[src/design/e2r_pkg.sv]
// Shared types, constants and helpers for the Euler angle to rotation matrix block.
package e2r_pkg;

    localparam int ANGLE_FRAC_BITS = 8;
    localparam int OUT_FRAC_BITS   = 14;
    localparam int IN_W            = 18;
    localparam int OUT_W           = 16;

    // Angle reduction constants, degrees scaled by the fraction bits
    localparam int FULL_DEG_I = 360 << ANGLE_FRAC_BITS;
    localparam int RED_W      = $clog2(FULL_DEG_I);
    localparam int REM_W      = $clog2((45 << ANGLE_FRAC_BITS) + 1);
    localparam logic [RED_W-1:0] QUARTER_DEG = RED_W'(90 << ANGLE_FRAC_BITS);
    localparam logic [RED_W-1:0] EIGHTH_DEG  = RED_W'(45 << ANGLE_FRAC_BITS);

    // round(pi/180 * 2^30)
    localparam logic [24:0] RAD_K = 25'd18740330;

    localparam logic [30:0] Q30_ONE = 31'h4000_0000;

    // Taylor step divisors; each divide is a reciprocal multiply plus one fixup
    localparam int SIN_STEPS = 5;
    localparam int COS_STEPS = 6;
    localparam logic [7:0] SIN_K [SIN_STEPS] = '{8'd110, 8'd72, 8'd42, 8'd20, 8'd6};
    localparam logic [7:0] COS_K [COS_STEPS] = '{8'd132, 8'd90, 8'd56, 8'd30, 8'd12, 8'd2};
    localparam int SIN_S [SIN_STEPS] = '{38, 38, 37, 36, 34};
    localparam int COS_S [COS_STEPS] = '{39, 38, 37, 36, 35, 32};
    localparam logic [31:0] SIN_M [SIN_STEPS] = '{
        32'((64'd1 << 38) / 64'd110),
        32'((64'd1 << 38) / 64'd72),
        32'((64'd1 << 37) / 64'd42),
        32'((64'd1 << 36) / 64'd20),
        32'((64'd1 << 34) / 64'd6)
    };
    localparam logic [31:0] COS_M [COS_STEPS] = '{
        32'((64'd1 << 39) / 64'd132),
        32'((64'd1 << 38) / 64'd90),
        32'((64'd1 << 37) / 64'd56),
        32'((64'd1 << 36) / 64'd30),
        32'((64'd1 << 35) / 64'd12),
        32'((64'd1 << 32) / 64'd2)
    };

    // Back pipeline depth: sine/cosine unit plus matrix stages
    localparam int SC_LAT   = 23;
    localparam int MX_LAT   = 6;
    localparam int BACK_LAT = SC_LAT + MX_LAT;

    localparam int FIFO_DEPTH = 4;
    localparam int FIFO_AW    = $clog2(FIFO_DEPTH);

    typedef struct packed {
        logic [1:0]       quad;
        logic             swap;
        logic [REM_W-1:0] rem;
    } angle_t;

    typedef struct packed {
        angle_t yaw;
        angle_t pitch;
        angle_t roll;
    } item_t;

    typedef struct packed {
        logic full;
        logic nonempty;
    } fifo_stat_t;

    typedef struct packed {
        logic [OUT_W-1:0] m22;
        logic [OUT_W-1:0] m21;
        logic [OUT_W-1:0] m20;
        logic [OUT_W-1:0] m12;
        logic [OUT_W-1:0] m11;
        logic [OUT_W-1:0] m10;
        logic [OUT_W-1:0] m02;
        logic [OUT_W-1:0] m01;
        logic [OUT_W-1:0] m00;
    } matrix_t;

    // Round a Q4.60 magnitude product back to Q2.30
    function automatic logic [30:0] rnd30(input logic [60:0] p);
        logic [60:0] s;
        s = p + (61'd1 << 29);
        return 31'(s >> 30);
    endfunction

endpackage

[src/design/e2r_fifo.sv]
// Short queue between front end and back end.
module e2r_fifo (
    input  logic                 clk,
    input  logic                 rst_n,
    input  logic                 push,
    input  e2r_pkg::item_t       din,
    input  logic                 pop,
    output e2r_pkg::item_t       dout,
    output e2r_pkg::fifo_stat_t  fstat
);

    e2r_pkg::item_t                 mem_reg [e2r_pkg::FIFO_DEPTH];
    logic [e2r_pkg::FIFO_AW-1:0]    wr_ptr_reg, wr_ptr_next;
    logic [e2r_pkg::FIFO_AW-1:0]    rd_ptr_reg, rd_ptr_next;
    logic [e2r_pkg::FIFO_AW:0]      count_reg, count_next;
    logic                           do_push, do_pop;

    assign fstat.full     = count_reg == (e2r_pkg::FIFO_AW+1)'(e2r_pkg::FIFO_DEPTH);
    assign fstat.nonempty = count_reg != '0;
    assign do_push        = push && !fstat.full;
    assign do_pop         = pop && fstat.nonempty;
    assign dout           = mem_reg[rd_ptr_reg];

    always_comb
    begin
        wr_ptr_next = do_push ? wr_ptr_reg + 1'b1 : wr_ptr_reg;
        rd_ptr_next = do_pop ? rd_ptr_reg + 1'b1 : rd_ptr_reg;
        count_next  = count_reg;
        if (do_push && !do_pop)
            count_next = count_reg + 1'b1;
        else if (do_pop && !do_push)
            count_next = count_reg - 1'b1;
    end

    always_ff @(posedge clk or negedge rst_n)
    begin
        if (!rst_n)
        begin
            wr_ptr_reg <= '0;
            rd_ptr_reg <= '0;
            count_reg  <= '0;
        end
        else
        begin
            wr_ptr_reg <= wr_ptr_next;
            rd_ptr_reg <= rd_ptr_next;
            count_reg  <= count_next;
        end
    end

    always_ff @(posedge clk)
    begin
        if (do_push)
            mem_reg[wr_ptr_reg] <= din;
    end

endmodule

[config.mk]
export PLATFORM = sky130hd
export DESIGN_NAME = e2r_fifo
export DESIGN_NICKNAME = d
export VERILOG_FILES = /design/src/design/e2r_pkg.sv /design/src/design/e2r_fifo.sv
export SDC_FILE = /design/constraint.sdc
export NUM_CORES = 1
export LEC_CHECK = 0
export BUFFER_PORTS_ARGS = -buffer_cell sky130_fd_sc_hd__buf_2
export CAP_MARGIN = 20
export CORE_ASPECT_RATIO = 0.7
export CORE_MARGIN = 2
export CORE_UTILIZATION = 51
export DETAILED_ROUTE_END_ITERATION = 12
export PLACE_DENSITY_LB_ADDON = 0.12
export SYNTH_ARGS = -nofsm -noshare
export SYNTH_HDL_FRONTEND = slang
export SYNTH_SLANG_ARGS = --single-unit
[constraint.sdc]
create_clock -name clk -period 2.52 [get_ports clk]
set_clock_uncertainty 0.1 [all_clocks]
set_input_delay 0.378 -clock clk [delete_from_list [all_inputs] [get_ports clk]]
set_output_delay 0.378 -clock clk [all_outputs]
set_load 0.05 [all_outputs]
==> results.json <==
{
  "status": "completed",
  "ys_top_cells_by_count": "edfxtp_1 (204), mux4_2 (48), dfrtp_1 (7)",
  "post-route-util_pct": 63.8,
  "tightest_slew_ns": 0.335,
  "ys.flop_type": "edfxtp_1",
  "wl_um": 13300,
  "synthArstFlopShare_pct": 3.32,
  "areaGrowthSynthToFinish_pct": 20.8,
  "period_share_pct": 96.8,
  "critPathKind": "flip-flop to primary output",
  "clockBufferDepth": 3,
  "htree_levels": 1,
  "gp_congestion": 0.755,
  "dp.cells": 604,
  "hold_path_class": "input port to flip-flop",
  "yosysWarnings": 0,
  "r2r_cells": 8,
  "critPathArrivalTime_ns": 1.96,
  "cts_buffers": 20,
  "dieArea_mm2": 0.0164,
  "synthCells": 302,
  "crit_slowest_cell": "mux4_2",
  "slew_viol_final": 0,
  "drv_cap": 0,
  "hold_ws_ns": 0.0134,
  "p_leak_uw": 0.00330,
  "syn-cell-area_mm2": 0.00785,
  "rsz0062_at_grt": "false",
  "detail_route.wl_per_cell_um": 20.4,
  "path_delay_family": "multiplexers",
  "initial_utilization_pct": 52.8,
  "core_area_mm2": 0.0149,
  "min_from": "din[23]",
  "min_to": "mem_reg[2][23]",
  "synth_area_per_cell_um2": 26.0,
  "path_max_fanout": 18,
  "grt_max_degree": 38,
  "power_uw": 12800,
  "synth_largest_area_cell": "edfxtp_1",
  "r2r_end": "count_reg[2]",
  "ys_seq_area_share_pct": 80.3,
  "cts_root_buf": "clkbuf_16",
  "synth.most_common_cell": "edfxtp_1",
  "synth_edf_count": 204,
  "ir_worst_vdd_v": 0.000924,
  "drive_gt1_share_pct": 45.0,
  "via_per_inst": 5.37,
  "path_cells": "clkbuf_16, mux4_2, buf_4",
  "nFillCells": 985,
  "rows": 37,
  "largest_reg_flops": 204,
  "gr-total-overflow": 0,
  "r2r-start": "count_reg[0]",
  "instances_no_fill": 654,
  "required_ns": 2.04,
  "grt_pass1_vias": 3737,
  "regToRegSetupSlack_ns": 0.26,
  "period_minus_slack_ns": 2.44,
  "synthDistinctLibCells": 22,
  "drt_first_pass_iters": 4,
  "ys_ff_latch": 211,
  "grt_util_all_layers_pct": 16.6,
  "clk_latency_ns": 0.48,
  "whs_path_depth": 1,
  "endpoint_kind": "primary output",
  "die_y_um": 108,
  "p_per_area_mw_per_mm2": 1350,
  "synth_area_leaders": "edfxtp_1 (78%), mux4_2 (14%), dfrtp_1 (2.2%), buf_12 (1.3%), mux4_1 (1.0%)",
  "critPathMaxStageDelay_ns": 0.53,
  "syn_nets": 363,
  "drtAntennaViolNets": 0,
  "max_freq_mhz": 410,
  "io_buffer_count": 107,
  "drtIter0Drc": 237,
  "grt_antenna_before_repair": 1,
  "tritoncts": "yes",
  "dpl.hpwl_um": 7800,
  "hold_viol_final": 0,
  "grt_pass1_wl_um": 20500,
  "critPathLaunchType": "flip-flop",
  "drc": 0,
  "num_vias": 3512,
  "cp_num_buf_inv": 2,
  "die_w_um": 152,
  "io_pins": 108,
  "fin_nets": 506,
  "clk_pin_slew_ns": 0.06,
  "relSlewSlack_pct": 77.7,
  "setup_viol": 0,
  "cts.sinks": 211,
  "synth_top_cell_area_share_pct": 78.1
}
==> logic make-up after synthesis <==
family                     synth area share, %
muxes                                     15.1
DFF                                       80.3
buffers and inverters                     2.07
adders and majority gates                 1.05
xor gates and xnor gates                 0.670
and+or+nand+nor                          0.797
==> cell type report <==
| class | count | area (um2) | share of cell area, % |
|---|---|---|---|
| Inverter | 3 | 11.3 | 0.119 |
| Clock buffer | 26 | 554 | 5.85 |
| Timing Repair Buffer | 134 | 931 | 9.82 |
| Multi-Input combinational cell | 75 | 1390 | 14.7 |
| Clock inverter | 9 | 40.0 | 0.422 |
| Antenna cell | 1 | 2.50 | 0.0264 |
| Sequential cell | 211 | 6310 | 66.5 |
| Tap cell | 195 | 244 | 2.57 |
==> per-stage QoR <==
stage | instance area (um2) | setup TNS [ns] | setup slack [ns]
6_report | 9480 | 0 | 0.0814
5_1_grt | 9480 | 0 | 0.00970
4_1_cts | 9420 | -0.0129 | -0.0123
3_5_place_dp | 8660 | 0 | 0.268
3_3_place_gp | 8660 | 0 | 0.368
2_1_floorplan | 7860 | 0 | 0.108
==> worst max path at each step <==
stage                  start      endpoint  slack [ns]  cells past startpoint
4_1_cts        rd_ptr_reg[0]      dout[36]       -0.01                      3
3_3_place_gp    count_reg[0]  count_reg[2]        0.37                      8
5_1_grt        rd_ptr_reg[0]      dout[22]        0.01                      3
2_1_floorplan   count_reg[0]  count_reg[2]        0.11                      8
6_report       rd_ptr_reg[0]      dout[26]        0.08                      3
3_5_place_dp    count_reg[0]  count_reg[2]        0.27                      8
==> cells in the final DEF (no fill, tap or decap), drive strengths merged <==
master         n
fa             1
xnor2          4
ha             5
xor2           2
clkbuf        27
nand3          1
mux4          51
inv            3
nor2b          1
nor2           1
mux2           2
dfrtp          7
nand2          1
diode          1
and2           4
nor3b          1
dlygate4sd3   13
buf          120
clkinv         9
or3            1
edfxtp       204
==> metal layers <==
layer	vias to the layer above	global-route usage, %	routed length (um)
met5	-	0	0
met4	0	3.54	168
met3	12	4.51	853
met2	99	27.6	6480
met1	1828	22.4	5820
li1	1573	-	-
==> timing repair <==
action | in CTS | in global routing
resized for setup | 21 | 2
hold buffers | 11 | 2
gates cloned | 0 | 1
endpoints found under the hold margin | 43 | 7
buffers inserted | 0 | 0
setup endpoints to repair | 22 | 39
pin swaps | 0 | 0
==> report_power, final <==
group / total [uW] / internal [uW] / switching (uW)
combinational: 5220 / 1770 / 3450
sequential: 4850 / 4650 / 201
clock: 2690 / 1540 / 1140
No activity file was read; power rests on OpenSTA's default activity.
