File: src/design/e2r_pkg.sv
// Shared types, constants and helpers for the Euler angle to rotation matrix block.
package e2r_pkg;

    localparam int ANGLE_FRAC_BITS = 8;
    localparam int OUT_FRAC_BITS   = 14;
    localparam int IN_W            = 18;
    localparam int OUT_W           = 16;

    // Angle reduction constants, degrees scaled by the fraction bits
    localparam int FULL_DEG_I = 360 << ANGLE_FRAC_BITS;
    localparam int RED_W      = $clog2(FULL_DEG_I);
    localparam int REM_W      = $clog2((45 << ANGLE_FRAC_BITS) + 1);
    localparam logic [RED_W-1:0] QUARTER_DEG = RED_W'(90 << ANGLE_FRAC_BITS);
    localparam logic [RED_W-1:0] EIGHTH_DEG  = RED_W'(45 << ANGLE_FRAC_BITS);

    // round(pi/180 * 2^30)
    localparam logic [24:0] RAD_K = 25'd18740330;

    localparam logic [30:0] Q30_ONE = 31'h4000_0000;

    // Taylor step divisors; each divide is a reciprocal multiply plus one fixup
    localparam int SIN_STEPS = 5;
    localparam int COS_STEPS = 6;
    localparam logic [7:0] SIN_K [SIN_STEPS] = '{8'd110, 8'd72, 8'd42, 8'd20, 8'd6};
    localparam logic [7:0] COS_K [COS_STEPS] = '{8'd132, 8'd90, 8'd56, 8'd30, 8'd12, 8'd2};
    localparam int SIN_S [SIN_STEPS] = '{38, 38, 37, 36, 34};
    localparam int COS_S [COS_STEPS] = '{39, 38, 37, 36, 35, 32};
    localparam logic [31:0] SIN_M [SIN_STEPS] = '{
        32'((64'd1 << 38) / 64'd110),
        32'((64'd1 << 38) / 64'd72),
        32'((64'd1 << 37) / 64'd42),
        32'((64'd1 << 36) / 64'd20),
        32'((64'd1 << 34) / 64'd6)
    };
    localparam logic [31:0] COS_M [COS_STEPS] = '{
        32'((64'd1 << 39) / 64'd132),
        32'((64'd1 << 38) / 64'd90),
        32'((64'd1 << 37) / 64'd56),
        32'((64'd1 << 36) / 64'd30),
        32'((64'd1 << 35) / 64'd12),
        32'((64'd1 << 32) / 64'd2)
    };

    // Back pipeline depth: sine/cosine unit plus matrix stages
    localparam int SC_LAT   = 23;
    localparam int MX_LAT   = 6;
    localparam int BACK_LAT = SC_LAT + MX_LAT;

    localparam int FIFO_DEPTH = 4;
    localparam int FIFO_AW    = $clog2(FIFO_DEPTH);

    typedef struct packed {
        logic [1:0]       quad;
        logic             swap;
        logic [REM_W-1:0] rem;
    } angle_t;

    typedef struct packed {
        angle_t yaw;
        angle_t pitch;
        angle_t roll;
    } item_t;

    typedef struct packed {
        logic full;
        logic nonempty;
    } fifo_stat_t;

    typedef struct packed {
        logic [OUT_W-1:0] m22;
        logic [OUT_W-1:0] m21;
        logic [OUT_W-1:0] m20;
        logic [OUT_W-1:0] m12;
        logic [OUT_W-1:0] m11;
        logic [OUT_W-1:0] m10;
        logic [OUT_W-1:0] m02;
        logic [OUT_W-1:0] m01;
        logic [OUT_W-1:0] m00;
    } matrix_t;

    // Round a Q4.60 magnitude product back to Q2.30
    function automatic logic [30:0] rnd30(input logic [60:0] p);
        logic [60:0] s;
        s = p + (61'd1 << 29);
        return 31'(s >> 30);
    endfunction

endpackage

File: src/design/e2r_front.sv
// Front end: accepts angle triples and reduces each angle to quadrant, mirror and octant remainder.
module e2r_front (
    input  logic                       clk,
    input  logic                       rst_n,
    input  logic                       s_tvalid,
    output logic                       s_tready,
    input  logic [e2r_pkg::IN_W-1:0]   roll_deg,
    input  logic [e2r_pkg::IN_W-1:0]   pitch_deg,
    input  logic [e2r_pkg::IN_W-1:0]   yaw_deg,
    input  e2r_pkg::fifo_stat_t        fstat,
    output logic                       push,
    output e2r_pkg::item_t             item
);

    logic           f_valid_reg, f_valid_next;
    e2r_pkg::item_t f_item_reg;
    e2r_pkg::item_t f_item_next;
    logic           accept;

    function automatic e2r_pkg::angle_t reduce(input logic [e2r_pkg::IN_W-1:0] raw);
        logic signed [19:0]                 a, ap1, ap2, am1, sel;
        logic [e2r_pkg::RED_W-1:0]          red;
        logic [e2r_pkg::RED_W-1:0]          base;
        logic [e2r_pkg::RED_W-1:0]          rem;
        e2r_pkg::angle_t                    r;
        a   = 20'(signed'(raw));
        ap1 = a + 20'(e2r_pkg::FULL_DEG_I);
        ap2 = a + 20'(2 * e2r_pkg::FULL_DEG_I);
        am1 = a - 20'(e2r_pkg::FULL_DEG_I);
        if (a < 0)
        begin
            sel = (ap1 < 0) ? ap2 : ap1;
        end
        else
        begin
            sel = (a >= 20'(e2r_pkg::FULL_DEG_I)) ? am1 : a;
        end
        red = e2r_pkg::RED_W'(sel);
        if (red >= 3 * e2r_pkg::QUARTER_DEG)
        begin
            r.quad = 2'd3;
            base   = e2r_pkg::RED_W'(3 * e2r_pkg::QUARTER_DEG);
        end
        else if (red >= 2 * e2r_pkg::QUARTER_DEG)
        begin
            r.quad = 2'd2;
            base   = e2r_pkg::RED_W'(2 * e2r_pkg::QUARTER_DEG);
        end
        else if (red >= e2r_pkg::QUARTER_DEG)
        begin
            r.quad = 2'd1;
            base   = e2r_pkg::QUARTER_DEG;
        end
        else
        begin
            r.quad = 2'd0;
            base   = '0;
        end
        rem    = red - base;
        r.swap = rem > e2r_pkg::EIGHTH_DEG;
        r.rem  = r.swap ? e2r_pkg::REM_W'(e2r_pkg::QUARTER_DEG - rem) : e2r_pkg::REM_W'(rem);
        return r;
    endfunction

    assign s_tready = !f_valid_reg || !fstat.full;
    assign accept   = s_tvalid && s_tready;
    assign push     = f_valid_reg && !fstat.full;
    assign item     = f_item_reg;

    always_comb
    begin
        f_item_next.roll  = reduce(roll_deg);
        f_item_next.pitch = reduce(pitch_deg);
        f_item_next.yaw   = reduce(yaw_deg);
        if (accept)
            f_valid_next = 1'b1;
        else if (push)
            f_valid_next = 1'b0;
        else
            f_valid_next = f_valid_reg;
    end

    always_ff @(posedge clk or negedge rst_n)
    begin
        if (!rst_n)
            f_valid_reg <= 1'b0;
        else
            f_valid_reg <= f_valid_next;
    end

    always_ff @(posedge clk)
    begin
        if (accept)
            f_item_reg <= f_item_next;
    end

endmodule

File: config.mk
export PLATFORM = sky130hd
export DESIGN_NAME = e2r_front
export DESIGN_NICKNAME = d
export VERILOG_FILES = /design/src/design/e2r_pkg.sv /design/src/design/e2r_front.sv
export SDC_FILE = /design/constraint.sdc
export NUM_CORES = 1
export LEC_CHECK = 0
export BUFFER_PORTS_ARGS = -buffer_cell sky130_fd_sc_hd__buf_2
export CAP_MARGIN = 20
export CORE_AREA = 8 8 134 105
export CTS_CLUSTER_SIZE = 40
export DETAILED_ROUTE_END_ITERATION = 16
export DIE_AREA = 0 0 142 113
export GPL_TIMING_DRIVEN = 0
export PLACE_DENSITY = 0.79
export SLEW_MARGIN = 15
export SYNTH_ARGS = -nofsm -noshare
export SYNTH_HDL_FRONTEND = slang
export SYNTH_SLANG_ARGS = --single-unit
File: constraint.sdc
create_clock -name clk -period 5.71 [get_ports clk]
set_input_delay 0.571 -clock clk [delete_from_list [all_inputs] [get_ports clk]]
set_output_delay 0.571 -clock clk [all_outputs]
set_load 0.03 [all_outputs]
==> flow_metrics.py, run 1 <==
metrics = {
    "timing": {
        "rsz0062_at_grt": "false",
        "finalClockSkew_ps": 5.61,
        "finalMaxSlewViolations": 0,
        "max-slew-margin-rel": 0.539,
        "setup_violations": 0,
        "timing.final.crit_share": 0.959,
        "hold_violations": 0,
        "worst_pin_slew_ps": 675,
        "tns_ps": 0,
        "period_needed_ps": 5470,
        "fmax_mhz": 183,
    },
    "floorplanning": {
        "die_y_um": 113,
        "fp.dieW_um": 142,
        "io_pins": 112,
        "core_region_area_mm2": 0.0120,
        "row_count": 35,
        "start_util": 0.465,
        "dieArea_mm2": 0.0160,
    },
    "hold_path": {
        "hold_path_class": "input pin to async pin",
    },
    "pwr": {
        "cellPowerDensity_mw_per_mm2": 344,
        "p_seq_frac": 0.269,
        "p_int_uw": 1260,
        "combinationalPowerShare": 0.597,
        "clockPowerShare": 0.133,
        "p_switching_uw": 983,
        "ir_drop_v": 0.000180,
        "p_leak_uw": 0.00268,
        "switching_share": 0.438,
    },
    "global_route": {
        "grt_usage": 0.171,
        "grt_first_pass_wirelength_um": 22900,
        "antenna_found_initial": 0,
        "grt_pass1_vias": 4706,
        "overflow": 0,
        "gr-usage-met3": 0.0311,
        "met2_usage": 0.278,
        "grt_start_max_net_pins": 33,
        "met1_usage": 0.232,
        "busiest_layer": "met2",
    },
    "placed_design": {
        "io_buffers": 105,
        "dp_hpwl_um": 11600,
        "dp.cells": 893,
        "gp_congestion": 0.920,
    },
    "routing": {
        "route.detailed.drc": 0,
        "via_per_inst": 5.80,
        "wl_um": 14500,
        "post_drt_wl_per_cell_um": 16.0,
        "first_pass_iters": 5,
        "vias": 5251,
        "drtIter0Drc": 439,
        "antenna_left": 0,
    },
    "cts": {
        "numCtsBuffers": 5,
        "root_buffer": "clkbuf_16",
        "clk_pin_slew_ps": 70,
        "cts_buffer_depth": 2,
        "cts_tree": "yes",
        "cts_sinks": 52,
        "ctsHoldBuffers": 0,
        "h-tree-depth": 2,
        "worstSkewPairLatency_ps": 290,
    },
    "synth": {
        "netlist_instances": 621,
        "ys_async_sr_fraction": 0.0192,
        "syn_area_per_cell_um2": 8.95,
        "ys_ff_latch": 52,
        "yosysWarnings": 0,
        "synth_top_area_frac": 0.275,
        "synth_cell_type_count": 92,
        "seq_area_frac_synth": 0.280,
        "synth_top_cells_by_area": "edfxtp_1 (28%), ha_1 (7.4%), xnor2_1 (6.5%)",
        "yosys.area.top_type": "edfxtp_1",
        "syn_nets": 716,
        "synth_enable_flop_cells": 51,
        "synth_flop_cell": "edfxtp_1",
        "synth_area_mm2": 0.00556,
    },
    "setup_path": {
        "setup.worst_path.end_class": "register",
        "crit_required_ps": 5760,
        "critPathMaxFanout": 9,
        "crit_arrival_ps": 5520,
        "cp-start-kind": "input pin",
        "worstSetupPathType": "input pin to register",
    },
    "final_layout": {
        "fin_util": 0.546,
        "fin_cells": 905,
        "largest_reg_flops": 51,
        "nFillCells": 1085,
        "final_nets": 833,
        "antenna_cells": 0,
        "drive_gt1_frac": 0.254,
        "syn2layout_area_growth_pct": 17.4,
    },
    "flow_run": {
        "drv_cap": 0,
    },
    "status": {
        "status": "finished clean",
    },
}
## cells by family (layout without fill, tap and decap cells)
family,Yosys count,in the layout,share of synthesized area
AO/OA/AOI/OAI,205,205,0.277
XOR/XNOR,54,54,0.0900
adder cells (fa/ha/maj),36,36,0.0851
buffers and inverters,85,203,0.0736
flip-flops,52,52,0.280
multiplexers,9,9,0.0169
AND/OR/NAND/NOR,180,180,0.178
## power groups by stage
stage                     logic (uW)  registers [uW]  clock network [uW]
after floorplan                  812             804                   0
after global placement          1280             611                   0
after detailed placement        1310             613                   0
after CTS                       1320             605                 306
after global routing            1450             613                 315
final                           1340             604                 299
## synthesized netlist by cell type (4+ instances only)
cell type,count
a211o_1,8
a211oi_1,10
a21o_1,12
a21oi_1,38
a311oi_1,4
a31oi_1,8
and2_1,7
and3_1,4
buf_2,9
buf_4,5
buf_6,6
clkbuf_1,8
edfxtp_1,51
ha_1,33
inv_1,51
mux2i_1,6
nand2_1,34
nand2b_1,10
nand3_1,9
nand3b_1,4
nand4_1,6
nor2_1,35
nor2b_1,11
nor3_1,16
nor3b_1,8
nor4_1,6
o211ai_1,8
o21a_1,4
o21ai_0,31
o21ai_1,8
o21ai_2,4
o21bai_1,6
o221ai_1,5
o22ai_1,6
o31ai_1,7
or2_2,4
or3_1,7
xnor2_1,41
xor2_1,11
## per-stage QoR
| stage | hold WS [ps] | total power (uW) | cell area, um2 | worst slack [ps] |
|---|---|---|---|---|
| CTS | 30.9 | 2230 | 6460 | 110 |
| global placement | 347 | 1890 | 6290 | -157 |
| floorplan | 275 | 1620 | 5560 | 677 |
| finish | 36.7 | 2240 | 6530 | 235 |
| global route | 28.0 | 2380 | 6530 | 2.31 |
| detailed placement | 347 | 1920 | 6310 | -173 |
## final timing paths
kind	start	slack (ps)	depth (start not counted)	end
setup / recovery	roll_deg[13]	240	19	item[1]$_DFFE_PP_
hold / removal	rst_n	40	1	f_valid_reg$_DFFE_PN0P_
setup reg to reg	f_valid_reg$_DFFE_PN0P_	4160	3	item[8]$_DFFE_PP_
hold reg to reg	f_valid_reg$_DFFE_PN0P_	530	2	f_valid_reg$_DFFE_PN0P_
max in group asynchronous	rst_n	5590	1	f_valid_reg$_DFFE_PN0P_
min in group clk	s_tvalid	480	2	f_valid_reg$_DFFE_PN0P_
## cell usage in the layout, fill, tap and decap left out, drive strengths merged, types with 5 or more instances in the layout
| master | count |
|---|---|
| xnor2 | 41 |
| clkbuf | 15 |
| nand4 | 6 |
| edfxtp | 51 |
| buf | 130 |
| nor3b | 8 |
| o31ai | 7 |
| and2 | 9 |
| o221ai | 5 |
| nor4 | 6 |
| nor3 | 16 |
| ha | 33 |
| nor2 | 37 |
| inv | 55 |
| o211ai | 9 |
| o22ai | 7 |
| nor2b | 11 |
| nand3 | 9 |
| a21o | 14 |
| a31oi | 9 |
| or3 | 8 |
| a21oi | 39 |
| nand2 | 34 |
| and3 | 5 |
| a211o | 9 |
| o21bai | 6 |
| nand2b | 10 |
| mux2i | 6 |
| o21ai | 43 |
| xor2 | 11 |
| o32ai | 5 |
| a211oi | 13 |
## worst max-delay path, cell delays in order
cell and delay (ps):
buf_2 170, inv_1 80, ha_1 210, a211o_1 410, and4_1 240, a211o_2 350
inv_6 100, nor2_1 90, o311ai_4 490, a31oi_2 240, ha_1 270, fa_1 450
or3_1 430, o311a_2 350, nand3_1 150, xnor2_1 190, o22ai_2 170, nor2_1 190
mux2_2 360
## per-layer routing
layer	routed length, um	vias up	share of wire
met2	6570	186	0.45
met4	181	0	0.012
met3	876	21	0.060
met5	0	-	0
li1	-	2560	-
met1	6860	2484	0.47
## cell type report
| class | instances | area [um2] | share of cell area |
|---|---|---|---|
| Sequential cell | 52 | 1560 | 0.238 |
| Clock buffer | 5 | 125 | 0.0192 |
| Tap cell | 166 | 208 | 0.0318 |
| Multi-Input combinational cell | 484 | 3630 | 0.556 |
| Buffer | 30 | 200 | 0.0307 |
| Clock inverter | 3 | 21.3 | 0.00326 |
| Inverter | 55 | 211 | 0.0324 |
| Timing Repair Buffer | 110 | 576 | 0.0881 |
## what timing repair did
item / CTS / global route
endpoints found under the hold margin: 0 / 0
setup endpoints to repair: 0 / 26
setup buffers: 0 / 4
resized for setup: 0 / 6
Power figures use the tool's default switching activity.
==> run 2, diff against run 1 <==
CORE_AREA = 8 8 106 132   (was 8 8 134 105)
DIE_AREA = 0 0 114 140   (was 0 0 142 113)
RECOVER_POWER = 100   (was not set)
SETUP_SLACK_MARGIN = 0.1   (was not set)
==> flow_metrics.py, run 2 (synthesis results as in run 1) <==
metrics = {
    "routing": {
        "antenna_left": 0,
        "first_pass_iters": 5,
        "drt-met1-wl_um": 5770,
        "met3_length_um": 918,
        "wl_met2_um": 6920,
        "via_per_inst": 5.63,
        "route.detailed.drc": 0,
        "drtIter0Drc": 229,
        "vias": 5116,
        "routed.top_layer": "met5",
        "wl_um": 13900,
        "post_drt_wl_per_cell_um": 15.3,
    },
    "global_route": {
        "overflow": 0,
        "grt_usage": 0.164,
        "antenna_found_initial": 2,
        "grt_start_max_net_pins": 32,
        "grt_first_pass_wirelength_um": 22100,
        "grt_pass1_vias": 4700,
    },
    "timing": {
        "rsz0062_at_grt": "false",
        "period_needed_ps": 5370,
        "setup_violations": 0,
        "fmax_mhz": 186,
        "max-slew-margin-rel": -0.0821,
        "worst_pin_slew_ps": 1620,
        "finalClockSkew_ps": 7.29,
        "hold_violations": 0,
        "timing.final.crit_share": 0.940,
        "tns_ps": 0,
        "finalMaxSlewViolations": 32,
    },
    "setup_path": {
        "path_delay_family": "compound AO/OA/AOI/OAI gates",
        "crit_arrival_ps": 5400,
        "cp-start-kind": "input pin",
        "critPathMaxFanout": 10,
        "crit_required_ps": 5750,
        "worstSetupPathType": "input pin to register",
        "critPathBufInv": 4,
        "slowest_stage": "fa_1",
        "cpPeakStageDelay_ps": 420,
        "critical_path.cell_chain": "buf_2, buf_2, inv_1, ha_1, a211o_1, a21oi_1, mux2_2, mux2_2, o311ai_4, a31oi_4, ha_1, fa_1, nand2b_1, nand2b_1, a311oi_1, a211oi_1, xnor2_1, o211ai_2, buf_4, o21ai_0, xnor2_1",
        "setup.worst_path.end_class": "register",
    },
    "pwr": {
        "clockPowerShare": 0.134,
        "finalPower_uw": 2170,
        "p_int_uw": 1230,
        "p_seq_frac": 0.281,
        "combinationalPowerShare": 0.585,
        "ir_drop_v": 0.000163,
        "p_leak_uw": 0.00253,
        "switching_share": 0.437,
        "cellPowerDensity_mw_per_mm2": 337,
        "p_switching_uw": 949,
    },
    "final_layout": {
        "nFillCells": 1157,
        "layout_common_cells": "clkbuf_1 (66), buf_2 (57), inv_1 (51), edfxtp_1 (51), xnor2_1 (40)",
        "antenna_cells": 0,
        "syn2layout_area_growth_pct": 16.1,
        "largest_reg_flops": 51,
        "final_common_cell": "clkbuf_1",
        "drive_gt1_frac": 0.177,
        "final_nets": 838,
    },
    "cts": {
        "worstSkewPairLatency_ps": 290,
        "numCtsBuffers": 5,
        "cts_buffer_depth": 2,
        "h-tree-depth": 2,
        "ctsHoldBuffers": 0,
        "cts_tree": "yes",
        "root_buffer": "clkbuf_16",
        "cts_sinks": 52,
        "clk_pin_slew_ps": 60,
    },
    "status": {
        "status": "finished with violations",
        "violations": "capacitance limit, slew limit",
    },
    "floorplanning": {
        "row_count": 45,
        "io_pins": 112,
        "die_y_um": 140,
        "start_util": 0.466,
        "core_region_area_mm2": 0.0119,
        "fp.dieW_um": 114,
        "dieArea_mm2": 0.0160,
    },
    "flow_run": {
        "drv_cap": 1,
    },
    "placed_design": {
        "dp_hpwl_um": 11000,
        "io_buffers": 105,
        "gp_congestion": 0.872,
    },
    "hold_path": {
        "hold_path_class": "input pin to async pin",
    },
}
-- run 2: layout make-up --
cell class / count / area (um2) / area share
Tap cell: 164 / 205 / 0.0318
Buffer: 30 / 198 / 0.0306
Clock buffer: 5 / 125 / 0.0194
Multi-Input combinational cell: 484 / 3620 / 0.560
Inverter: 55 / 211 / 0.0328
Timing Repair Buffer: 115 / 523 / 0.0810
Sequential cell: 52 / 1560 / 0.241
Clock inverter: 3 / 18.8 / 0.00291
-- run 2: timing repair --
item,CTS,global route
setup endpoints to repair,1,38
gates cloned,0,0
gates resized for setup,0,10
buffers inserted,1,8
pin swaps,1,5
-- run 2: per-layer routing --
| layer | vias up | track usage |
|---|---|---|
| met1 | 2350 | 0.190 |
| met2 | 163 | 0.297 |
| li1 | 2578 | - |
| met3 | 21 | 0.0262 |
| met4 | 4 | 0.0555 |
| met5 | - | 0 |
-- run 2: metrics by stage --
stage	cells	hold WS, ps	utilization	setup slack [ps]	area (um2)
after floorplan	621	275	-	677	5560
after global placement	890	347	0.527	-166	6290
after detailed placement	891	348	0.529	-243	6310
after CTS	900	36.9	0.542	147	6460
after global routing	908	30.5	0.541	45.7	6450
final	908	44.2	0.541	343	6450
-- run 2: worst paths after layout --
| path | startpoint | end | slack [ps] | cells past startpoint |
|---|---|---|---|---|
| hold reg to reg | f_valid_reg$_DFFE_PN0P_ | f_valid_reg$_DFFE_PN0P_ | 530 | 2 |
| max in group asynchronous | rst_n | f_valid_reg$_DFFE_PN0P_ | 5580 | 1 |
| setup / recovery | pitch_deg[13] | item[27]$_DFFE_PP_ | 340 | 21 |
| setup reg to reg | f_valid_reg$_DFFE_PN0P_ | item[49]$_SDFFCE_PP1P_ | 2560 | 3 |
| min in group clk | s_tvalid | f_valid_reg$_DFFE_PN0P_ | 490 | 2 |
| hold / removal | rst_n | f_valid_reg$_DFFE_PN0P_ | 40 | 1 |
-- run 2: power by group through the flow --
| stage | combinational [uW] | sequential, uW | clock [uW] |
|---|---|---|---|
| 3_3_place_gp | 1270 | 612 | 0 |
| 3_5_place_dp | 1290 | 615 | 0 |
| 5_1_grt | 1390 | 623 | 312 |
| 2_1_floorplan | 812 | 804 | 0 |
| 4_1_cts | 1300 | 607 | 299 |
| 6_report | 1270 | 610 | 292 |
